File: src/design/tspat_pkg.sv
// Shared types and constants for the transport-stream PAT section parser.
`timescale 1ns / 1ps

package tspat_pkg;

    typedef enum logic [3:0] {
        PH_IDLE  = 4'd0,
        PH_SKIP  = 4'd1,
        PH_TID   = 4'd2,
        PH_FLAGS = 4'd3,
        PH_LENLO = 4'd4,
        PH_TSHI  = 4'd5,
        PH_TSLO  = 4'd6,
        PH_VER   = 4'd7,
        PH_SEC   = 4'd8,
        PH_LAST  = 4'd9,
        PH_ENTRY = 4'd10
    } phase_t;

    typedef enum logic [2:0] {
        ST_OK        = 3'd0,
        ST_TABLE_ID  = 3'd1,
        ST_SSI_CLEAR = 3'd2,
        ST_PRIV_SET  = 3'd3,
        ST_RESERVED  = 3'd4,
        ST_LEN_BITS  = 3'd5,
        ST_MULTISEC  = 3'd6,
        ST_SHORT     = 3'd7
    } status_t;

    localparam logic [7:0] SYNTAX_MASK   = 8'h80;
    localparam logic [7:0] PRIVATE_MASK  = 8'h40;
    localparam logic [7:0] RESERVED_MASK = 8'h30;
    localparam logic [7:0] LENRSV_MASK   = 8'h0C;
    localparam logic [7:0] PIDHI_MASK    = 8'h1F;
    localparam logic [7:0] LENHI_MASK    = 8'h03;
    // CRC (4) plus the header bytes after the length (5)
    localparam logic [9:0] MIN_SEC_LEN   = 10'd9;

    // One result item, as produced by the parser core
    typedef struct packed {
        logic        pid_valid;
        logic [12:0] pmt_pid;
        logic        done_res;
        status_t     status;
        logic [7:0]  program_count;
        logic [15:0] stream_id;
        logic        extra_bytes;
    } result_t;

endpackage

File: src/design/tspat_core.sv
// Parser state and per-byte step logic for one PAT section byte.
`timescale 1ns / 1ps

module tspat_core
    import tspat_pkg::*;
(
    input  logic       clk,
    input  logic       rst_n,
    input  logic       step_en,
    input  logic [7:0] data_byte,
    input  logic       first_byte,
    output logic       res_valid,
    output result_t    res
);

    phase_t      phase_reg, phase_next;
    logic [7:0]  skip_left_reg, skip_left_next;
    logic [9:0]  bytes_left_reg, bytes_left_next;
    logic [1:0]  entry_pos_reg, entry_pos_next;
    logic [4:0]  pid_high_reg, pid_high_next;
    logic [15:0] stream_id_reg, stream_id_next;
    logic [7:0]  entry_count_reg, entry_count_next;
    logic [1:0]  length_high_reg, length_high_next;

    logic [9:0]  sec_len;
    logic [9:0]  bl_dec;
    logic [7:0]  skip_dec;

    always_ff @(posedge clk or negedge rst_n)
    begin
        if (!rst_n)
        begin
            phase_reg       <= PH_IDLE;
            skip_left_reg   <= '0;
            bytes_left_reg  <= '0;
            entry_pos_reg   <= '0;
            pid_high_reg    <= '0;
            stream_id_reg   <= '0;
            entry_count_reg <= '0;
            length_high_reg <= '0;
        end
        else if (step_en)
        begin
            phase_reg       <= phase_next;
            skip_left_reg   <= skip_left_next;
            bytes_left_reg  <= bytes_left_next;
            entry_pos_reg   <= entry_pos_next;
            pid_high_reg    <= pid_high_next;
            stream_id_reg   <= stream_id_next;
            entry_count_reg <= entry_count_next;
            length_high_reg <= length_high_next;
        end
    end

    assign sec_len  = {length_high_reg, data_byte};
    assign bl_dec   = bytes_left_reg - 10'd1;
    assign skip_dec = skip_left_reg - 8'd1;

    always_comb
    begin
        phase_next       = phase_reg;
        skip_left_next   = skip_left_reg;
        bytes_left_next  = bytes_left_reg;
        entry_pos_next   = entry_pos_reg;
        pid_high_next    = pid_high_reg;
        stream_id_next   = stream_id_reg;
        entry_count_next = entry_count_reg;
        length_high_next = length_high_reg;
        res_valid        = 1'b0;
        res              = '0;
        res.status       = ST_OK;

        if (first_byte)
        begin
            skip_left_next   = data_byte;
            bytes_left_next  = '0;
            entry_pos_next   = '0;
            pid_high_next    = '0;
            stream_id_next   = '0;
            entry_count_next = '0;
            length_high_next = '0;
            phase_next       = (data_byte == 8'd0) ? PH_TID : PH_SKIP;
        end
        else
        begin
            case (phase_reg)
                PH_SKIP:
                begin
                    skip_left_next = skip_dec;
                    if (skip_dec == 8'd0)
                        phase_next = PH_TID;
                end
                PH_TID:
                begin
                    if (data_byte != 8'd0)
                    begin
                        res.done_res = 1'b1;
                        res.status   = ST_TABLE_ID;
                    end
                    else
                        phase_next = PH_FLAGS;
                end
                PH_FLAGS:
                begin
                    res.done_res = 1'b1;
                    if ((data_byte & SYNTAX_MASK) == 8'd0)
                        res.status = ST_SSI_CLEAR;
                    else if ((data_byte & PRIVATE_MASK) != 8'd0)
                        res.status = ST_PRIV_SET;
                    else if ((data_byte & RESERVED_MASK) != RESERVED_MASK)
                        res.status = ST_RESERVED;
                    else if ((data_byte & LENRSV_MASK) != 8'd0)
                        res.status = ST_LEN_BITS;
                    else
                    begin
                        res.done_res     = 1'b0;
                        length_high_next = data_byte[1:0] & LENHI_MASK[1:0];
                        phase_next       = PH_LENLO;
                    end
                end
                PH_LENLO:
                begin
                    if (sec_len < MIN_SEC_LEN)
                    begin
                        res.done_res = 1'b1;
                        res.status   = ST_SHORT;
                    end
                    else
                    begin
                        bytes_left_next = sec_len - MIN_SEC_LEN;
                        phase_next      = PH_TSHI;
                    end
                end
                PH_TSHI:
                begin
                    stream_id_next = {data_byte, 8'd0};
                    phase_next     = PH_TSLO;
                end
                PH_TSLO:
                begin
                    stream_id_next = {stream_id_reg[15:8], data_byte};
                    phase_next     = PH_VER;
                end
                PH_VER:
                    phase_next = PH_SEC;
                PH_SEC:
                begin
                    if (data_byte != 8'd0)
                    begin
                        res.done_res = 1'b1;
                        res.status   = ST_MULTISEC;
                    end
                    else
                        phase_next = PH_LAST;
                end
                PH_LAST:
                begin
                    if (data_byte != 8'd0)
                    begin
                        res.done_res = 1'b1;
                        res.status   = ST_MULTISEC;
                    end
                    else if (bytes_left_reg == 10'd0)
                        res.done_res = 1'b1;
                    else
                    begin
                        entry_pos_next = '0;
                        phase_next     = PH_ENTRY;
                    end
                end
                PH_ENTRY:
                begin
                    if (entry_pos_reg == 2'd2)
                        pid_high_next = data_byte[4:0] & PIDHI_MASK[4:0];
                    if (entry_pos_reg == 2'd3)
                    begin
                        res.pid_valid    = 1'b1;
                        res.pmt_pid      = {pid_high_reg, data_byte};
                        entry_count_next = entry_count_reg + 8'd1;
                    end
                    entry_pos_next  = entry_pos_reg + 2'd1;
                    bytes_left_next = bl_dec;
                    if (bl_dec == 10'd0)
                    begin
                        res.done_res    = 1'b1;
                        res.extra_bytes = (entry_pos_reg != 2'd3);
                    end
                end
                default:
                    ;
            endcase

            if (res.done_res)
            begin
                phase_next        = PH_IDLE;
                res.program_count = entry_count_next;
                res.stream_id     = stream_id_reg;
            end
        end

        res_valid = res.pid_valid | res.done_res;
    end

endmodule

File: src/design/ts_pat_section_parser_unit.sv
// Top level of the transport-stream PAT section parser.
`timescale 1ns / 1ps

// Usage
//   Input stream: one section byte per request. s_axis_tdata carries the byte,
//   s_axis_tuser flags the pointer-field byte that opens a new section.
//   Output stream: at most one result per input byte, only when a program
//   entry completes or the section finishes or fails. m_axis_tlast is the
//   done flag; m_axis_tdata carries PID, status, count, stream id, extra flag.
// Path: an accepted byte loads the input register; the parser steps on it and
//   its result request loads the result register once that register is free.
//   Bytes that yield no result simply update parser state.
// Throughput: one byte per cycle while m_axis_tready is high; the per-byte
//   step is a small field check and a 10-bit decrement between two registers.
// Stall: when the receiver holds m_axis_tready low, the result register holds
//   its request, the input register fills and then s_axis_tready drops; no
//   byte is lost or reordered.
// Reset: rst_n clears both stages and puts the parser in idle, waiting for a
//   flagged first byte. Unflagged bytes while idle are accepted and dropped.

module ts_pat_section_parser_unit
    import tspat_pkg::*;
(
    input  logic        clk,
    input  logic        rst_n,
    input  logic        s_axis_tvalid,
    output logic        s_axis_tready,
    input  logic [7:0]  s_axis_tdata,   // [7:0] data_byte
    input  logic        s_axis_tuser,   // [0] first_byte
    output logic        m_axis_tvalid,
    input  logic        m_axis_tready,
    // [0] pid_valid, [13:1] pmt_pid, [16:14] status, [24:17] program_count,
    // [40:25] stream_id, [41] extra_bytes, [47:42] zero
    output logic [47:0] m_axis_tdata,
    output logic        m_axis_tlast    // done_res
);

    logic       in_valid_reg;
    logic [7:0] in_data_reg;
    logic       in_first_reg;
    logic       out_valid_reg;
    result_t    out_res_reg;

    logic       advance;
    logic       core_valid;
    result_t    core_res;

    // Step the parser whenever a byte is waiting and the result slot frees up
    assign advance       = in_valid_reg & (~out_valid_reg | m_axis_tready);
    assign s_axis_tready = ~in_valid_reg | advance;

    always_ff @(posedge clk or negedge rst_n)
    begin
        if (!rst_n)
            in_valid_reg <= 1'b0;
        else if (s_axis_tready)
            in_valid_reg <= s_axis_tvalid;
    end

    always_ff @(posedge clk)
    begin
        if (s_axis_tready && s_axis_tvalid)
        begin
            in_data_reg  <= s_axis_tdata;
            in_first_reg <= s_axis_tuser;
        end
    end

    tspat_core u_core (
        .clk        (clk),
        .rst_n      (rst_n),
        .step_en    (advance),
        .data_byte  (in_data_reg),
        .first_byte (in_first_reg),
        .res_valid  (core_valid),
        .res        (core_res)
    );

    always_ff @(posedge clk or negedge rst_n)
    begin
        if (!rst_n)
            out_valid_reg <= 1'b0;
        else if (advance)
            out_valid_reg <= core_valid;
        else if (m_axis_tready)
            out_valid_reg <= 1'b0;
    end

    always_ff @(posedge clk)
    begin
        if (advance && core_valid)
            out_res_reg <= core_res;
    end

    assign m_axis_tvalid = out_valid_reg;
    assign m_axis_tlast  = out_res_reg.done_res;
    assign m_axis_tdata  = {6'd0,
                            out_res_reg.extra_bytes,
                            out_res_reg.stream_id,
                            out_res_reg.program_count,
                            out_res_reg.status,
                            out_res_reg.pmt_pid,
                            out_res_reg.pid_valid};

endmodule

File: config.mk
export PLATFORM = sky130hd
export DESIGN_NAME = ts_pat_section_parser_unit
export DESIGN_NICKNAME = d
export VERILOG_FILES = /design/src/design/tspat_pkg.sv /design/src/design/tspat_core.sv /design/src/design/ts_pat_section_parser_unit.sv
export SDC_FILE = /design/constraint.sdc
export NUM_CORES = 1
export LEC_CHECK = 0
export ABC_AREA = 1
export ABC_CLOCK_PERIOD_IN_PS = 7100
export BUFFER_PORTS_ARGS = -buffer_cell sky130_fd_sc_hd__buf_4
export CORE_MARGIN = 4
export CORE_UTILIZATION = 40
export CTS_CLUSTER_DIAMETER = 30
export DETAILED_ROUTE_END_ITERATION = 10
export GPL_ROUTABILITY_DRIVEN = 0
export GPL_TIMING_DRIVEN = 0
export SYNTH_ARGS = -nofsm -noshare
export SYNTH_HDL_FRONTEND = slang
export SYNTH_HIERARCHICAL = 1
export SYNTH_SLANG_ARGS = --single-unit
File: constraint.sdc
create_clock -name clk -period 7.1 [get_ports clk]
set_clock_uncertainty 0.15 [all_clocks]
set_input_delay 0.71 -clock clk [delete_from_list [all_inputs] [get_ports clk]]
set_output_delay 0.71 -clock clk [all_outputs]
set_load 0.03 [all_outputs]
Yosys cells after proc, flatten, opt, wreduce, memory -nomap -nowiden
Cells that the tools add are included.
Word-level totals
  bits in registers: 109
  bits of input ports: 13
  output and inout bits: 51
  logic and storage cells: 161
Cells by class
  add/sub/neg operators: 5
  $lt $le $gt $ge: 1
  equal/unequal tests: 32
  mux-type cells: 63
  bitwise operators: 10
  reduce and logical (&&, ||, !) cells: 30
Operator list (number)
  2-to-1 mux 4 bit: 15
  2-to-1 mux 43 bit: 1
  2-to-1 mux 8 bit: 5
  one-hot mux 4 bit (9 select lines): 1
  inequality test 4 bit (second input constant): 8
  one-hot mux 16 bit (2 select lines): 1
  2-to-1 mux 14 bit: 2
  logical NOT 8 bit: 3
  2-to-1 mux 24 bit: 1
  logical NOT 10 bit: 2
  2-to-1 mux 10 bit: 2
  2-to-1 mux 2 bit: 10
  one-hot mux 10 bit (2 select lines): 1
  == test 4 x 3 -> 1 bit (second input constant): 4
  2-to-1 mux 16 bit: 1
  nonzero test 8 bit: 2
  2-to-1 mux 3 bit: 5
  2-to-1 mux 5 bit: 3
  one-hot mux 3 bit (5 select lines): 1
  == test 4 bit (second input constant): 3
  2-to-1 mux 1 bit: 12
  inequality test 2 bit (second input constant): 6
  AND reduction 12 bit: 1
  nonzero test 2 bit: 6
  other kinds (27): 45

Logic depth before layout (Yosys ltp)
  depth after elaboration: 11
  mapped depth: 15
  mapped depth without buffers: 15

Modules after synthesis
Netlist, hierarchy kept.
By module, submodules not included
  tspat_core: times used 1, cells each 572, area each 3988.8 µm², sequential area each 1376.3 µm²
  ts_pat_section_parser_unit: times used 1, cells each 74, area each 1716.6 µm², sequential area each 1611.5 µm²

Worst setup path after synthesis
OpenSTA, ideal clock, no wires.
  kind: register to register
  start: register u_core.bytes_left_reg[0]
  end: register out_res_reg, in the netlist m_axis_tdata[0], enable pin
  setup time: 0.444 ns
  data arrival time: 3.521 ns
  required time: 6.506 ns
  setup slack: 2.986 ns
  cell stages (with the launch flop): 14
  buffers on the path: 1
  clock period less this slack: 4.114 ns
  cell sequence: dfrtp_1 -> inv_1 -> ha_1 -> nand2_1 -> o21ai_0 -> nand2_1 -> nor2_1 -> nand3_2 -> nand2_2 -> nand2_4 -> buf_6 -> nand2_1 -> inv_1 -> nor2_1
On the way
  word-level cells in the longest chain between the ends: 8
  elaborated cells on any way between the ends: 11
  classes of those cells: add/sub (1); mux (6); bitwise (1); reduce/logical (3)
RTL lines
  start: declaration: RTL line tspat_core.sv:18  | logic [9:0] bytes_left_reg, bytes_left_next;
  start signal: assignment: RTL line tspat_core.sv:46  | bytes_left_reg <= bytes_left_next;
  subtractor 10 x 1 -> 10 bit or logical NOT 10 bit (tied branches): RTL line tspat_core.sv:56, tspat_core.sv:163
  logical NOT 10 bit or 2-to-1 mux 1 bit (tied branches): RTL line tspat_core.sv:183, tspat_core.sv:163
  2-to-1 mux 1 bit, on equally long branches: RTL line tspat_core.sv:183, tspat_core.sv:158
  one-hot mux 1 bit (6 select lines) *: RTL line tspat_core.sv:86  | case (phase_reg)
  2-to-1 mux 1 bit *: RTL line tspat_core.sv:73  | if (first_byte)
  2-to-1 mux 43 bit *: RTL line tspat_core.sv:73
  OR 1 bit *: RTL line tspat_core.sv:201  | res_valid = res.pid_valid | res.done_res;
  net core_valid: RTL line ts_pat_section_parser_unit.sv:45  | logic core_valid;
  logical AND 1 bit *: RTL line ts_pat_section_parser_unit.sv:91  | if (advance && core_valid)
  end signal: assignment: RTL line ts_pat_section_parser_unit.sv:92  | out_res_reg <= core_res;
  end: declaration: RTL line ts_pat_section_parser_unit.sv:42  | result_t out_res_reg;
Mark *: on every way through the listed nets, which the timed path passes. The rest lies on a longest branch. The select of a mux whose other input is x is not followed.
A chain may end at the register's enable or synchronous reset.

Worst setup path in the final report
  start: register u_core.bytes_left_reg[0]
  end: register out_res_reg, in the netlist m_axis_tdata[14], enable pin
Same word-level chain as after synthesis.

==> results.sh <==
export IMPL_outcome="complete, no violations"
export IMPL_dr_first_iter_drc_count=386
export IMPL_crit_top_cell="nand2_1"
export IMPL_cp_end_kind="flop"
export IMPL_synth_xor_area_frac=0.01382
export IMPL_crit_path_cell_trace="inv_1 > ha_1 > nand2_1 > o21ai_0 > nand2_1 > nor2_1 > nand3_2 > nand2_2 > nand2_4 > buf_6 > nand2_1 > inv_1 > nor2_4 > buf_12"
export IMPL_numCtsBuffers=9
export IMPL_ys_top_cells_by_area="edfxtp_1 27%, dfrtp_1 25%, nand2_1 7.3%"
export IMPL_yosysSeqAreaShare=0.5237
export IMPL_cp_arrival_ns=3.01
export IMPL_h_tree_depth=3
export IMPL_grtUsageTotal=0.1695
export IMPL_setup_viol=0
export IMPL_hold_viol=0
export IMPL_drive_above_1_share=0.1931
export IMPL_synth_yosys_warnings=6
export IMPL_cts_sinks=109
export IMPL_p_switching_mw=0.7800
export IMPL_hold_buffers=0
export IMPL_timing_final_crit_share=0.4387
export IMPL_cts_buffer_depth=2
export IMPL_cts_tree="yes"
export IMPL_num_rows=43
export IMPL_crit_slowest_cell="dfrtp_1"
export IMPL_leakage_nw=2.955
export IMPL_cap_violations=0
export IMPL_required_ns=6.99
export IMPL_chipWidth_um=127.4
export IMPL_clk_pin_slew_ns=0.06
export IMPL_antenna_found_initial=0
export IMPL_overflow=0
export IMPL_ant_nets=0
export IMPL_syn_inst=646
export IMPL_synthTopCellsByCount="111 x nand2_1, 91 x inv_1, 86 x nor2_1, 59 x o21ai_0, 57 x dfrtp_1"
export IMPL_p_comb_frac=0.352
export IMPL_synth_compound_area_share=0.09627
export IMPL_cts_resized=0
export IMPL_switching_share=0.3790
export IMPL_synth_async_reset_ratio=0.5229
export IMPL_via_count=4554
export IMPL_met2WireLength_mm=6.489
export IMPL_wl_met1_mm=5.537
export IMPL_synth_top_area_share=0.2737
export IMPL_final_min_clock_period_ns=3.115
export IMPL_slew_violations=0
export IMPL_tightest_slew_ns=0.7723
export IMPL_n_antenna_cell=0
export IMPL_hpwl_mm=9.927
export IMPL_critical_path_class="flop to flop"
export IMPL_peakVddDrop_v=0.0001117
export IMPL_synth_top_family_by_area="simple AND/OR/NAND/NOR gates"
export IMPL_hold_slack_ns=0.2808
export IMPL_r2r_end="m_axis_tdata[14]$_DFFE_PP_"
export IMPL_clk_root_buffer_cell="clkbuf_16"
export IMPL_crit_path_start="u_core/bytes_left_reg[0]$_DFFE_PN0P_"
export IMPL_wl_per_cell_um=14.60
export IMPL_fmax_ghz=0.3211
export IMPL_total_power_mw=2.058
export IMPL_start_kind="flop"
export IMPL_routed_top_layer="met4"
export IMPL_grt_max_degree=58
export IMPL_grt_first_pass_wirelength_mm=21.75
export IMPL_wl_met3_um=738
export IMPL_reg2reg_from="u_core/bytes_left_reg[0]$_DFFE_PN0P_"
export IMPL_viasPerCell=5.032
export IMPL_core_mm2=0.01393
export IMPL_worstRegToRegCells=14
export IMPL_first_pass_iters=5
export IMPL_power_density_mw_per_mm2=307.3
export IMPL_synth_seq_cells=109
export IMPL_die_area_mm2=0.01624
export IMPL_muxShareOfSynthArea=0
export IMPL_synth_area_mm2=0.005705
export IMPL_drc=0
export IMPL_synthFlopType="dfrtp_1"
export IMPL_io_pins=64
export IMPL_path_max_fanout=37
export IMPL_relSlewSlack=0.4817
export IMPL_finalWirelength_mm=13.21
export IMPL_clk_latency_ns=0.35
export IMPL_die_y_um=127.4
export IMPL_rsz0062_at_grt="false"
export IMPL_min_path_type="primary input to asynchronous set/reset pin"
export IMPL_crit_end="m_axis_tdata[14]$_DFFE_PP_"
export IMPL_synth_most_common_cell="nand2_1"
export IMPL_clkPwrFrac=0.238
export IMPL_synth_top_cell_by_area="edfxtp_1"
export IMPL_syn_to_final_growth_pct=17.39
export IMPL_slowest_delay_ns=0.40
export IMPL_fin_nets=742
export IMPL_power_frac_seq=0.410
export IMPL_synth_simple_area_share=0.2575
export IMPL_synthAdderAreaFrac=0.01974
export IMPL_r2r_slack_ns=3.99
export IMPL_syn_area_per_cell_um2=8.832
export IMPL_synth_cell_types=38
export IMPL_cts_setup_buffers=0
export IMPL_grt_pass1_vias=4466
export IMPL_port_buffers=57
export IMPL_start_util=0.4094
export IMPL_fin_setup_tns_ns=0
export IMPL_largest_reg_flops=42
export IMPL_synth_edf_count=52
export IMPL_internal_power_mw=1.278
[worst min-delay path by stage]
stage	start	end	slack, ns
finish	rst_n	u_core/bytes_left_reg[1]$_DFFE_PN0P_	0.28
global route	rst_n	u_core/bytes_left_reg[7]$_DFFE_PN0P_	0.35
global placement	u_core/entry_count_reg[6]$_DFFE_PN0P_	u_core/entry_count_reg[6]$_DFFE_PN0P_	0.32
CTS	rst_n	u_core/bytes_left_reg[3]$_DFFE_PN0P_	0.31
floorplan	rst_n	in_valid_reg$_DFFE_PN0P_	0.26
detailed placement	u_core/entry_count_reg[6]$_DFFE_PN0P_	u_core/entry_count_reg[6]$_DFFE_PN0P_	0.33
[metrics by stage]
step / worst slack (ns) / cell area, um^2 / cells / util
2_1_floorplan: 2.986 / 5724 / 651 / -
3_3_place_gp: 2.013 / 6377 / 888 / 0.4577
3_5_place_dp: 4.005 / 6405 / 889 / 0.4596
4_1_cts: 3.987 / 6698 / 905 / 0.4807
5_1_grt: 3.748 / 6698 / 905 / 0.4807
6_report: 3.985 / 6698 / 905 / 0.4807
[layer usage]
layer | vias to the layer above | track usage
met1 | 2130 | 0.2094
li1 | 2232 | -
met5 | - | 0
met4 | 0 | 0.08580
met3 | 34 | 0.02885
met2 | 158 | 0.2858
[kinds of logic after synthesis]
kind of cell / Yosys count
flip-flops: 109
buffers and inverters: 123
XOR/XNOR: 9
AND/OR/NAND/NOR: 296
adder cells (fa/ha/maj): 9
AO/OA/AOI/OAI: 99
other: 1
[power by group through the flow]
stage / Clock [mW] / Sequential, mW / Combinational, mW
after floorplan: 0 / 0.905 / 0.478
after global placement: 0 / 0.856 / 0.700
after detailed placement: 0 / 0.855 / 0.719
after CTS: 0.506 / 0.843 / 0.723
after global routing: 0.536 / 0.856 / 0.810
final: 0.490 / 0.843 / 0.725
[layout by cell type, fill, tap and decap left out, types with 8 or more instances in the layout]
master and n:
a21oi_1 10, buf_4 63, clkbuf_1 11, clkbuf_16 9, dfrtp_1 57, edfxtp_1 52, ha_1 9, inv_1 91
inv_2 8, nand2_1 111, nand2_2 8, nand3_1 37, nand4_1 9, nor2_1 85, nor2_4 23, o21ai_0 59
o22ai_1 15
[area by class of cell]
class                   instances  area (um^2)
plain buffers                  23        127.6
clock buffers                  10        229.0
clock inverters                 6        63.81
fillers                      1346         7237
inverters                     100        376.6
multi-input cells             419         2240
flip-flops and latches        109         2988
well taps                     180        225.2
repair buffers                 58        447.9
[critical path: cells and delay by family, from the launching register on]
family | cells | cell delay [ns]
AND/OR/NAND/NOR | 8 | 1.10
AO/OA/AOI/OAI | 1 | 0.18
buffers and inverters | 4 | 0.67
flip-flops | 1 | 0.40
adder cells (fa/ha/maj) | 1 | 0.26
No activity file was read; power rests on OpenSTA's default activity.
